File: src/hdl/line_rasterizer_top_assert.svh
// assertion helpers for the line rasterizer, clocked on clk and quiet in rst
`ifndef LINE_RASTERIZER_TOP_ASSERT_SVH
`define LINE_RASTERIZER_TOP_ASSERT_SVH

// consequent checked in the same cycle
`define LR_ASSERT_SAME(lbl, ante, cons, msg) \
  lbl: assert property (@(posedge clk) disable iff (rst) (ante) |-> (cons)) \
    else $error(msg);

// consequent checked in the next cycle
`define LR_ASSERT_NEXT(lbl, ante, cons, msg) \
  lbl: assert property (@(posedge clk) disable iff (rst) (ante) |=> (cons)) \
    else $error(msg);

`endif

File: src/hdl/lr_pkg.sv
`timescale 1ns / 1ps
package lr_pkg;

  // coordinate width, display up to 2^COORD_BITS square
  localparam int COORD_BITS = 8;
  localparam int DIM_W      = COORD_BITS + 1;
  localparam int ERR_W      = COORD_BITS + 3;
  localparam int CFG_W      = 9;
  localparam int IN_W       = 16;
  localparam int COLOUR_W   = 16;
  localparam int ADDR_W     = 16;
  localparam int DIM_LIMIT  = 1 << COORD_BITS;

  // stream payload widths
  localparam int S_TDATA_W  = 5 * IN_W;
  localparam int M_TDATA_W  = ((2 * COORD_BITS + ADDR_W + COLOUR_W + 7) / 8) * 8;

  // apb map
  localparam int PADDR_W    = 3;
  localparam int PDATA_W    = 32;
  localparam logic REG_SCREEN_WIDTH  = 1'b0;
  localparam logic REG_SCREEN_HEIGHT = 1'b1;

  localparam logic [CFG_W-1:0] SCREEN_WIDTH_RST  = CFG_W'(240);
  localparam logic [CFG_W-1:0] SCREEN_HEIGHT_RST = CFG_W'(135);

  typedef enum logic {
    CMD_LOAD = 1'b0,
    CMD_STEP = 1'b1
  } cmd_e;

  typedef struct packed {
    logic [COLOUR_W-1:0] pen_colour;
    logic [IN_W-1:0]     end_y;
    logic [IN_W-1:0]     end_x;
    logic [IN_W-1:0]     start_y;
    logic [IN_W-1:0]     start_x;
    cmd_e                command;
  } line_cmd_t;

  typedef struct packed {
    logic                  last_pixel;
    logic [COLOUR_W-1:0]   pixel_colour;
    logic [ADDR_W-1:0]     pixel_address;
    logic [COORD_BITS-1:0] pixel_y;
    logic [COORD_BITS-1:0] pixel_x;
  } pixel_t;

  // zero acts as one, anything above the limit acts as the limit
  function automatic logic [DIM_W-1:0] eff_dim(input logic [CFG_W-1:0] v);
    logic [DIM_W-1:0] r;
    if (v == '0) begin
      r = DIM_W'(1);
    end else if (int'(v) > DIM_LIMIT) begin
      r = DIM_W'(DIM_LIMIT);
    end else begin
      r = DIM_W'(v);
    end
    return r;
  endfunction

  // clamp a signed coordinate into 0..hi
  function automatic logic [COORD_BITS-1:0] clamp_coord(input logic signed [IN_W-1:0] v,
                                                        input logic [COORD_BITS-1:0] hi);
    logic [COORD_BITS-1:0] r;
    if (v < 0) begin
      r = '0;
    end else if (v > $signed({{(IN_W-COORD_BITS){1'b0}}, hi})) begin
      r = hi;
    end else begin
      r = v[COORD_BITS-1:0];
    end
    return r;
  endfunction

endpackage

File: src/hdl/lr_walk.sv
`timescale 1ns / 1ps
`include "line_rasterizer_top_assert.svh"
module lr_walk (
  input  logic                      clk,
  input  logic                      rst,
  input  logic                      cmd_accept,
  input  lr_pkg::line_cmd_t         cmd,
  input  logic [lr_pkg::CFG_W-1:0]  screen_width,
  input  logic [lr_pkg::CFG_W-1:0]  screen_height,
  output logic                      pix_valid,
  output lr_pkg::pixel_t            pix
);
  import lr_pkg::*;

  logic [COORD_BITS-1:0]   walk_x, walk_y, target_x, target_y, run_x;
  logic signed [COORD_BITS:0] neg_run_y;
  logic signed [ERR_W-1:0] error_term;
  logic                    y_down;
  logic [COLOUR_W-1:0]     line_colour;
  logic                    busy;

  logic [COORD_BITS-1:0]   walk_x_next, walk_y_next, target_x_next, target_y_next, run_x_next;
  logic signed [COORD_BITS:0] neg_run_y_next;
  logic signed [ERR_W-1:0] error_term_next;
  logic                    y_down_next;
  logic [COLOUR_W-1:0]     line_colour_next;
  logic                    busy_next;

  logic [DIM_W-1:0]        eff_w, eff_h;
  logic [COORD_BITS-1:0]   wmax, hmax;
  logic [COORD_BITS-1:0]   x0c, y0c, x1c, y1c, xa, ya, xb, yb;
  logic [COORD_BITS-1:0]   load_run;
  logic signed [COORD_BITS:0] load_neg_dy;
  logic                    is_load, is_step, last;
  logic signed [ERR_W:0]   e2;
  logic                    step_x, step_y;
  logic signed [ERR_W-1:0] err_dx, err_dy;
  logic [COORD_BITS+DIM_W-1:0] row_base;

  assign eff_w = eff_dim(screen_width);
  assign eff_h = eff_dim(screen_height);
  assign wmax  = COORD_BITS'(eff_w - DIM_W'(1));
  assign hmax  = COORD_BITS'(eff_h - DIM_W'(1));

  assign is_load = cmd_accept && (cmd.command == CMD_LOAD);
  assign is_step = cmd_accept && (cmd.command == CMD_STEP) && busy;

  // endpoint clamp and swap so x runs upward
  always_comb begin
    x0c = clamp_coord(cmd.start_x, wmax);
    y0c = clamp_coord(cmd.start_y, hmax);
    x1c = clamp_coord(cmd.end_x, wmax);
    y1c = clamp_coord(cmd.end_y, hmax);
    if (x0c > x1c) begin
      xa = x1c; ya = y1c; xb = x0c; yb = y0c;
    end else begin
      xa = x0c; ya = y0c; xb = x1c; yb = y1c;
    end
    load_run = xb - xa;
    if (yb > ya) begin
      load_neg_dy = $signed({1'b0, ya}) - $signed({1'b0, yb});
    end else begin
      load_neg_dy = $signed({1'b0, yb}) - $signed({1'b0, ya});
    end
  end

  // bresenham step decisions
  assign last   = (walk_x == target_x) && (walk_y == target_y);
  assign e2     = {error_term, 1'b0};
  assign step_x = e2 >= (ERR_W+1)'(neg_run_y);
  assign step_y = e2 <= $signed({{(ERR_W+1-COORD_BITS){1'b0}}, run_x});
  assign err_dx = step_x ? ERR_W'(neg_run_y) : '0;
  assign err_dy = step_y ? $signed({{(ERR_W-COORD_BITS){1'b0}}, run_x}) : '0;

  // next state
  always_comb begin
    walk_x_next      = walk_x;
    walk_y_next      = walk_y;
    target_x_next    = target_x;
    target_y_next    = target_y;
    run_x_next       = run_x;
    neg_run_y_next   = neg_run_y;
    error_term_next  = error_term;
    y_down_next      = y_down;
    line_colour_next = line_colour;
    busy_next        = busy;
    if (is_load) begin
      walk_x_next      = xa;
      walk_y_next      = ya;
      target_x_next    = xb;
      target_y_next    = yb;
      run_x_next       = load_run;
      neg_run_y_next   = load_neg_dy;
      error_term_next  = $signed({{(ERR_W-COORD_BITS){1'b0}}, load_run}) + ERR_W'(load_neg_dy);
      y_down_next      = !(ya < yb);
      line_colour_next = cmd.pen_colour;
      busy_next        = 1'b1;
    end else if (is_step) begin
      if (last) begin
        busy_next = 1'b0;
      end else begin
        error_term_next = error_term + err_dx + err_dy;
        if (step_x) begin
          walk_x_next = walk_x + COORD_BITS'(1);
        end
        if (step_y) begin
          walk_y_next = y_down ? walk_y - COORD_BITS'(1) : walk_y + COORD_BITS'(1);
        end
      end
    end
  end

  always_ff @(posedge clk) begin
    if (rst) begin
      walk_x      <= '0;
      walk_y      <= '0;
      target_x    <= '0;
      target_y    <= '0;
      run_x       <= '0;
      neg_run_y   <= '0;
      error_term  <= '0;
      y_down      <= 1'b0;
      line_colour <= '0;
      busy        <= 1'b0;
    end else begin
      walk_x      <= walk_x_next;
      walk_y      <= walk_y_next;
      target_x    <= target_x_next;
      target_y    <= target_y_next;
      run_x       <= run_x_next;
      neg_run_y   <= neg_run_y_next;
      error_term  <= error_term_next;
      y_down      <= y_down_next;
      line_colour <= line_colour_next;
      busy        <= busy_next;
    end
  end

  // pixel of the current step, address uses the width in force now
  assign row_base = walk_y * eff_w;
  assign pix_valid = is_step;
  always_comb begin
    pix.pixel_x       = walk_x;
    pix.pixel_y       = walk_y;
    pix.pixel_address = ADDR_W'(row_base) + ADDR_W'(walk_x);
    pix.pixel_colour  = line_colour;
    pix.last_pixel    = last;
  end

  `LR_ASSERT_NEXT(a_last_ends_walk, is_step && last, !busy, "walk still busy after last pixel")
  `LR_ASSERT_NEXT(a_load_starts_walk, is_load, busy, "load did not start a walk")
  `LR_ASSERT_SAME(a_x_within_target, busy, walk_x <= target_x, "walk passed target column")

endmodule

File: src/hdl/lr_out_buf.sv
`timescale 1ns / 1ps
`include "line_rasterizer_top_assert.svh"
module lr_out_buf (
  input  logic           clk,
  input  logic           rst,
  input  logic           in_valid,
  input  lr_pkg::pixel_t in_data,
  output logic           in_ready,
  output logic           out_valid,
  input  logic           out_ready,
  output lr_pkg::pixel_t out_data
);
  import lr_pkg::*;

  logic   out_valid_next, skid_valid, skid_valid_next;
  pixel_t out_data_next, skid_data, skid_data_next;
  logic   out_take;

  assign out_take = out_valid && out_ready;
  assign in_ready = !skid_valid;

  // output register refills from the skid stage first to keep order
  always_comb begin
    out_valid_next  = out_valid;
    out_data_next   = out_data;
    skid_valid_next = skid_valid;
    skid_data_next  = skid_data;
    if (!out_valid || out_take) begin
      if (skid_valid) begin
        out_valid_next  = 1'b1;
        out_data_next   = skid_data;
        skid_valid_next = 1'b0;
      end else if (in_valid) begin
        out_valid_next = 1'b1;
        out_data_next  = in_data;
      end else begin
        out_valid_next = 1'b0;
      end
    end else if (in_valid) begin
      skid_valid_next = 1'b1;
      skid_data_next  = in_data;
    end
  end

  always_ff @(posedge clk) begin
    if (rst) begin
      out_valid  <= 1'b0;
      skid_valid <= 1'b0;
    end else begin
      out_valid  <= out_valid_next;
      skid_valid <= skid_valid_next;
    end
  end

  always_ff @(posedge clk) begin
    out_data  <= out_data_next;
    skid_data <= skid_data_next;
  end

  `LR_ASSERT_SAME(a_skid_behind_out, skid_valid, out_valid, "skid full with output empty")
  `LR_ASSERT_NEXT(a_stall_fills_skid, out_valid && !out_ready && in_valid, skid_valid,
                  "stalled pixel was not kept")

endmodule

File: src/hdl/line_rasterizer_top.sv
`timescale 1ns / 1ps
// channel   direction  signals                               contents
// s_*       in         s_tvalid s_tready s_tdata s_tuser     line commands
// m_*       out        m_tvalid m_tready m_tdata m_tlast     pixels
// apb       in/out     psel penable pwrite paddr pwdata ...  screen size registers
//
// one command is taken every cycle while s_tready is high; the step logic is one
// pass from the walk registers to the output or skid register
// s_tready drops only while the skid stage holds a pixel behind a stalled output
// rst is synchronous and clears the walk, so the block comes up idle at 240 x 135
module line_rasterizer_top (
  input  logic                           clk,
  input  logic                           rst,
  // start_x, start_y, end_x, end_y, pen_colour (16 bits each, lowest first)
  input  logic [lr_pkg::S_TDATA_W-1:0]   s_tdata,
  // command
  input  logic                           s_tuser,
  input  logic                           s_tvalid,
  output logic                           s_tready,
  // pixel_x, pixel_y, pixel_address, pixel_colour (lowest first)
  output logic [lr_pkg::M_TDATA_W-1:0]   m_tdata,
  output logic                           m_tlast,
  output logic                           m_tvalid,
  input  logic                           m_tready,
  input  logic                           psel,
  input  logic                           penable,
  input  logic                           pwrite,
  input  logic [lr_pkg::PADDR_W-1:0]     paddr,
  input  logic [lr_pkg::PDATA_W-1:0]     pwdata,
  output logic [lr_pkg::PDATA_W-1:0]     prdata,
  output logic                           pready
);
  import lr_pkg::*;

  logic [CFG_W-1:0] screen_width, screen_height;
  logic             reg_write, cmd_accept, pix_valid;
  line_cmd_t        cmd;
  pixel_t           pix, out_pix;

  // register file
  assign pready    = 1'b1;
  assign reg_write = psel && penable && pwrite && pready;

  always_ff @(posedge clk) begin
    if (rst) begin
      screen_width  <= SCREEN_WIDTH_RST;
      screen_height <= SCREEN_HEIGHT_RST;
    end else if (reg_write) begin
      unique case (paddr[2])
        REG_SCREEN_WIDTH:  screen_width  <= pwdata[CFG_W-1:0];
        REG_SCREEN_HEIGHT: screen_height <= pwdata[CFG_W-1:0];
        default: ;
      endcase
    end
  end

  always_comb begin
    unique case (paddr[2])
      REG_SCREEN_WIDTH:  prdata = PDATA_W'(screen_width);
      REG_SCREEN_HEIGHT: prdata = PDATA_W'(screen_height);
      default:           prdata = '0;
    endcase
  end

  // command unpacking
  assign cmd_accept     = s_tvalid && s_tready;
  assign cmd.command    = cmd_e'(s_tuser);
  assign cmd.start_x    = s_tdata[IN_W-1:0];
  assign cmd.start_y    = s_tdata[2*IN_W-1:IN_W];
  assign cmd.end_x      = s_tdata[3*IN_W-1:2*IN_W];
  assign cmd.end_y      = s_tdata[4*IN_W-1:3*IN_W];
  assign cmd.pen_colour = s_tdata[5*IN_W-1:4*IN_W];

  lr_walk u_walk (
    .clk           (clk),
    .rst           (rst),
    .cmd_accept    (cmd_accept),
    .cmd           (cmd),
    .screen_width  (screen_width),
    .screen_height (screen_height),
    .pix_valid     (pix_valid),
    .pix           (pix)
  );

  lr_out_buf u_out_buf (
    .clk       (clk),
    .rst       (rst),
    .in_valid  (pix_valid),
    .in_data   (pix),
    .in_ready  (s_tready),
    .out_valid (m_tvalid),
    .out_ready (m_tready),
    .out_data  (out_pix)
  );

  // pixel packing
  assign m_tdata = M_TDATA_W'({out_pix.pixel_colour, out_pix.pixel_address,
                               out_pix.pixel_y, out_pix.pixel_x});
  assign m_tlast = out_pix.last_pixel;

endmodule
File: config.mk
export PLATFORM = sky130hd
export DESIGN_NAME = line_rasterizer_top
export DESIGN_NICKNAME = d
export VERILOG_FILES = /design/src/hdl/lr_pkg.sv /design/src/hdl/lr_walk.sv /design/src/hdl/lr_out_buf.sv /design/src/hdl/line_rasterizer_top.sv
export VERILOG_INCLUDE_DIRS = /design/src /design/src/hdl
export SDC_FILE = /design/constraint.sdc
export NUM_CORES = 1
export LEC_CHECK = 0
export ABC_AREA = 1
export BUFFER_PORTS_ARGS = -buffer_cell sky130_fd_sc_hd__buf_2
export CORE_MARGIN = 2
export CORE_UTILIZATION = 40
export DETAILED_ROUTE_END_ITERATION = 10
export HOLD_SLACK_MARGIN = 0.05
export PLACE_DENSITY = 0.63
export SLEW_MARGIN = 10
export SYNTH_ARGS = -nofsm -noshare
export SYNTH_HDL_FRONTEND = slang
export SYNTH_HIERARCHICAL = 1
export SYNTH_SLANG_ARGS = --single-unit
File: constraint.sdc
create_clock -name clk -period 15.45 [get_ports clk]
set_input_delay 3.09 -clock clk [delete_from_list [all_inputs] [get_ports clk]]
set_output_delay 3.09 -clock clk [all_outputs]
set_load 0.005 [all_outputs]
Yosys cells after proc, flatten, opt, wreduce, memory -nomap -nowiden --
Index checks and enable logic that the tools add are counted.
Word-level totals: register bits 196, output and inout bits 84, input port bits 123
Operators by class: $lt $le $gt $ge 15, add/subtract/negate cells 12, eq/ne operators 3, bitwise gates (word level) 3, reduce and logical (&&, ||, !) cells 28, mux-type cells 39, multipliers 1
Operators by type and width (count):
- two-way mux 8 bit | 24
- two-way mux 49 bit | 2
- greater-than comparator 16 x 9 -> 1 bit | 4
- < comparator 16 x 1 -> 1 bit, second input constant | 4
- case mux 32 bit (2 select lines) | 1
- two-way mux 11 bit | 4
- two-way mux 9 bit | 3
- subtractor 8 x 1 -> 8 bit, second input constant | 3
- adder 11 bit | 2
- greater-than comparator 9 bit, second input constant | 2
- zero test 9 bit | 2
- subtractor 8 x 8 -> 9 bit | 2
- adder 16 x 8 -> 16 bit | 1
- adder 8 x 1 -> 8 bit, second input constant | 2
- == test 8 bit | 2
- greater-than comparator 8 bit | 2
- multiplier 8 x 9 -> 16 bit | 1
- >= comparator 12 x 9 -> 1 bit | 1
- less-or-equal comparator 12 x 9 -> 1 bit | 1
- AND reduction 2 bit | 6
- adder 9 x 9 -> 10 bit | 1
- nonzero test 2 bit | 5
- logical AND 1 bit | 8
- < comparator 8 bit | 1
- other kinds (8) | 17

Longest topological paths before layout --
depth in word-level cells 13, gate-level depth with buffers 59, depth with buffers taken out 57

Cells and area by module --
The synthesis kept the hierarchy.
Modules (own cells, without submodules):
- lr_walk | seq. area each 1561.5 µm², cells an instance 1593, instances 1, area each 10633.9 µm²
- lr_out_buf | seq. area each 2982.9 µm², cells an instance 268, instances 1, area each 3698.5 µm²
- line_rasterizer_top | seq. area each 360.3 µm², cells an instance 160, instances 1, area each 1049.8 µm²

Least setup slack after synthesis --
No wires, ideal clock.
kind input to register, start point input s_tdata[3] (netlist name), end point register u_walk.error_term[9], path slack 6019 ps, data arrival time 9373 ps, data required time 15392 ps, cell stages on the path 48, path through ha_1 > nand2_1 > inv_1 > nand2_1 > nor3b_1 > nand3_1 > nand2_1 > inv_2 > nand2_4 > nand2_1 > nand3_1 > inv_1 > ha_1 > nand2_1 > inv_1 > o21ai_0 > nand2_1 > nand2_1 > [... 12 more ...] > or2_2 > o21ai_0 > ha_1 > nand2_1 > nor2_1 > a211oi_1 > inv_1 > nand2_1 > nand2_1 > a21oi_1 > nor2_1 > o21ai_0 > nand2_1 > a21oi_1 > nand3b_1 > nand3_1 > o211ai_1 > inv_1
On the way: longest elaborated chain between the ends 9
RTL lines:
- from (decl) | RTL line line_rasterizer_top.sv:15 | input logic [lr_pkg::S_TDATA_W-1:0] s_tdata,
- greater-than comparator 16 x 9 -> 1 bit | RTL line lr_pkg.sv:68 | end else if (v > $signed({{(IN_W-COORD_BITS){1'b0}}, hi})) begin
- two-way mux 8 bit | RTL line lr_pkg.sv:68
- two-way mux 8 bit * | RTL line lr_pkg.sv:66 | if (v < 0) begin
- greater-than comparator 8 bit * | RTL line lr_walk.sv:54 | if (x0c > x1c) begin
- two-way mux 8 bit * | RTL line lr_walk.sv:54
- net u_walk.yb[1] | RTL line lr_walk.sv:31 | logic [COORD_BITS-1:0] x0c, y0c, x1c, y1c, xa, ya, xb, yb;
- subtractor 8 x 8 -> 9 bit, or another cell as far along | RTL line lr_walk.sv:63 | load_neg_dy = $signed({1'b0, yb}) - $signed({1'b0, ya});
- two-way mux 9 bit * | RTL line lr_walk.sv:60 | if (yb > ya) begin
- net u_walk.load_neg_dy[1] | RTL line lr_walk.sv:33 | logic signed [COORD_BITS:0] load_neg_dy;
- adder 9 x 9 -> 10 bit * | RTL line lr_walk.sv:94 | error_term_next = $signed({{(ERR_W-COORD_BITS){1'b0}}, load_run}) + ERR_W'(load_neg_dy);
- two-way mux 11 bit * | RTL line lr_walk.sv:87 | if (is_load) begin
- to (signal assigned) | RTL line lr_walk.sv:132 | error_term <= error_term_next;
- to (decl) | RTL line lr_walk.sv:17 | logic signed [ERR_W-1:0] error_term;
The timed path passes the listed nets; every way through them passes the cells marked *. A chain may end at the register's enable or synchronous reset.

Worst setup path after layout --
Ends and elaborated chain as after synthesis.

==> run summary <==
Worst Path Class, Setup -> in2reg
fin area -> 17,100 um^2
DRC -> 0
htree depth -> 4
initial antenna violation count -> 3
EDFF count, synth -> 98
clk_skew -> 0.0115 ns
Lkg Pwr -> 8.66 nW
XOR/XNOR share of the synthesized area -> 2.62%
largest net degree at the start of global routing -> 84
Die Y-Extent -> 200 um
CTS tree -> done
drt wl/cell -> 14.8 um
Synth Flop Type -> edfxtp_1
number of hold buffers added after CTS -> 0
startpoint types -> input pin
Initial Util -> 40.7%
adder-cell share of the synthesized area -> 19.0%
clk sinks -> 196
antenna-violating nets left -> 0
drt total wl -> 39,600 um
Hold Crit Class -> reg2reg
post_cts resized -> 0
syn avg cell area -> 7.61 um^2
most numerous cell in the Yosys netlist -> nand2_1
Max-cap violations -> 0
Post-DP HPWL -> 30,300 um
Clock Latency Late Sink -> 0.46 ns
DP Area -> 16,500 um^2
Period minus WS final -> 10.69 ns
GRT Total Usage -> 19.8%
Req. time, crit path -> 15.86 ns
Yosys reg bits -> 196
Cell Rows -> 71
placed cell count -> 2,639
synth warn -> 6
first-pass GRT wire length -> 64,300 um
status -> finished, final reports clean
cells taking the most area after synthesis -> edfxtp_1 (19%), dfxtp_1 (13%), nand2_1 (13%)
slowest cell delay on critical path -> 0.93 ns
unrepaired setup endpoints after global routing -> no
final hold violation count -> 0
FMAX -> 93.5 MHz
Congestion Overflow GR -> 0
sequential share of the synthesized area -> 31.9%
Mapped Cells -> 2,021
core box area -> 37,800 um^2
area leader, netlist -> edfxtp_1
crit path DAT -> 11.10 ns
RePlAce Congestion -> 0.952
CTS Buf Count -> 17
crit path capture type -> register
worst hold slack -> 0.459 ns
full die area -> 40,000 um^2
Initial DRC Count -> 861
post-synth cell types -> 57
Vias/cell -> 4.95
simple-gate share of the synthesized area -> 24.6%
DR vias -> 13,200
final-report setup violation count -> 0
Post-Layout Cell Count -> 2,674
Post-synth ARST share -> 0%
setup tns final -> 0 ns
Longest Clk Path Bufs -> 2
Die Span X -> 200 um
P&R area growth vs syn -> 11.1%
normalized max-slew margin -> 21.6%
mux cell area share after synthesis -> 0.260%
first drt pass iteration count -> 5
Crit path top cell by count -> nand2_1
IO Pins -> 207
worst slew pin tran -> 1.18 ns
Root Buffer -> clkbuf_16
layout cells sized above 1 -> 12.2%
Crit-path slowest cell -> o21ai_0
VDD IR-drop max -> 0.0000684 V
mapped cell area -> 15,400 um^2
postcts setup bufs -> 0
max-slew violations -> 0
Crit Path Max Fanout -> 35
Synth Area in Compound Gates -> 10.3%
Worst-path clk slew -> 0.08 ns
# port buffers -> 157
Cell Pwr Density -> 102 nW/um^2
vias in the first global route -> 12,900
largest family of logic cells by synthesized area -> simple AND/OR/NAND/NOR gates
post-synth top area share -> 19.1%
Post-layout nets -> 2,467
top cells by count, synth -> nand2_1 (517), inv_1 (311), nor2_1 (188), ha_1 (135), o21ai_0 (117)
period utilization -> 69.2%
[state kept, by name, summed over array words and instances, names as in the netlist, 8 cells and up]
register	flops
u_out_buf/out_data	49
u_walk/target_x	8
u_walk/neg_run_y	9
u_walk/run_x	8
screen_width	9
u_out_buf/skid_data	49
u_walk/target_y	8
screen_height	9
u_walk/walk_x	8
u_walk/walk_y	8
u_walk/line_colour	16
u_walk/error_term	11
[area by class of cell]
type,count,area (um^2)
Fill cell,3822,20700
Multi-Input combinational cell,1443,8850
Sequential cell,196,4910
Inverter,324,1240
Timing Repair Buffer,165,846
Tap cell,511,639
Clock buffer,17,425
Clock inverter,15,174
Antenna cell,3,7.51
[critical path, delay by kind of cell]
kind	cells	cell delay, ns
compound gates	12	2.71
buf+inv	9	1.49
fa+ha+maj	4	1.34
simple gates	22	2.42
[stage by stage]
stage	util, %	setup slack [ns]	power [W]
detailed placement	43.7	4.41	0.00129
finish	45.3	4.76	0.00174
global route	45.2	4.02	0.00187
CTS	45.2	4.88	0.00175
floorplan	-	6.02	0.00112
global placement	43.7	4.51	0.00127
[cell usage in the layout (no fill, tap or decap), types with 4 or more instances in the layout]
cell / n
o21ai_0: 117
o22ai_1: 8
ha_1: 135
a31oi_1: 5
edfxtp_1: 98
nand2_1: 517
nand2_2: 5
a211oi_1: 9
buf_4: 8
conb_1: 24
nand3_2: 9
xor2_1: 35
nand4_1: 22
a21oi_1: 109
xnor2_1: 11
nor2_4: 7
nor4_1: 11
o211ai_1: 12
clkbuf_16: 17
nand3_1: 86
inv_2: 8
inv_1: 310
nand3b_1: 4
nand2_4: 9
clkinv_8: 4
dfxtp_1: 97
nor2_1: 187
nor2_2: 5
fa_1: 62
or2_2: 9
mux2i_1: 4
nor3_1: 10
inv_8: 6
buf_2: 157
[layer usage]
metal	GRT usage [%]	routed length, um
met4	8.29	1190
met1	25.8	17900
met3	3.04	2030
met5	0	0
met2	32.7	18500
[cells by family (layout without fill, tap and decap cells)]
logic type	count (synthesis)	count (layout)
compound gates	286	286
xor+xnor	46	46
fa+ha+maj	197	197
buf+inv	404	521
flops	196	196
mux	4	4
other cells	2	27
simple gates	886	886
[power by group]
group | internal (W) | leakage, nW | switching, W
Clock | 0.000219 | 0.290 | 0.000231
Combinational | 0.000251 | 6.65 | 0.000432
Sequential | 0.000576 | 1.71 | 0.0000270
[final timing paths]
path,from,endpoint,slack [ns],depth (start not counted)
setup reg to reg,screen_width[8],u_walk/error_term[9],5.40,53
hold reg to reg,u_walk/line_colour[12],u_out_buf/skid_data[44],0.46,0
setup / recovery,s_tdata[3],u_walk/error_term[9],4.76,47
hold / removal,u_walk/line_colour[12],u_out_buf/skid_data[44],0.46,0
No activity file was read; power rests on OpenSTA's default activity.
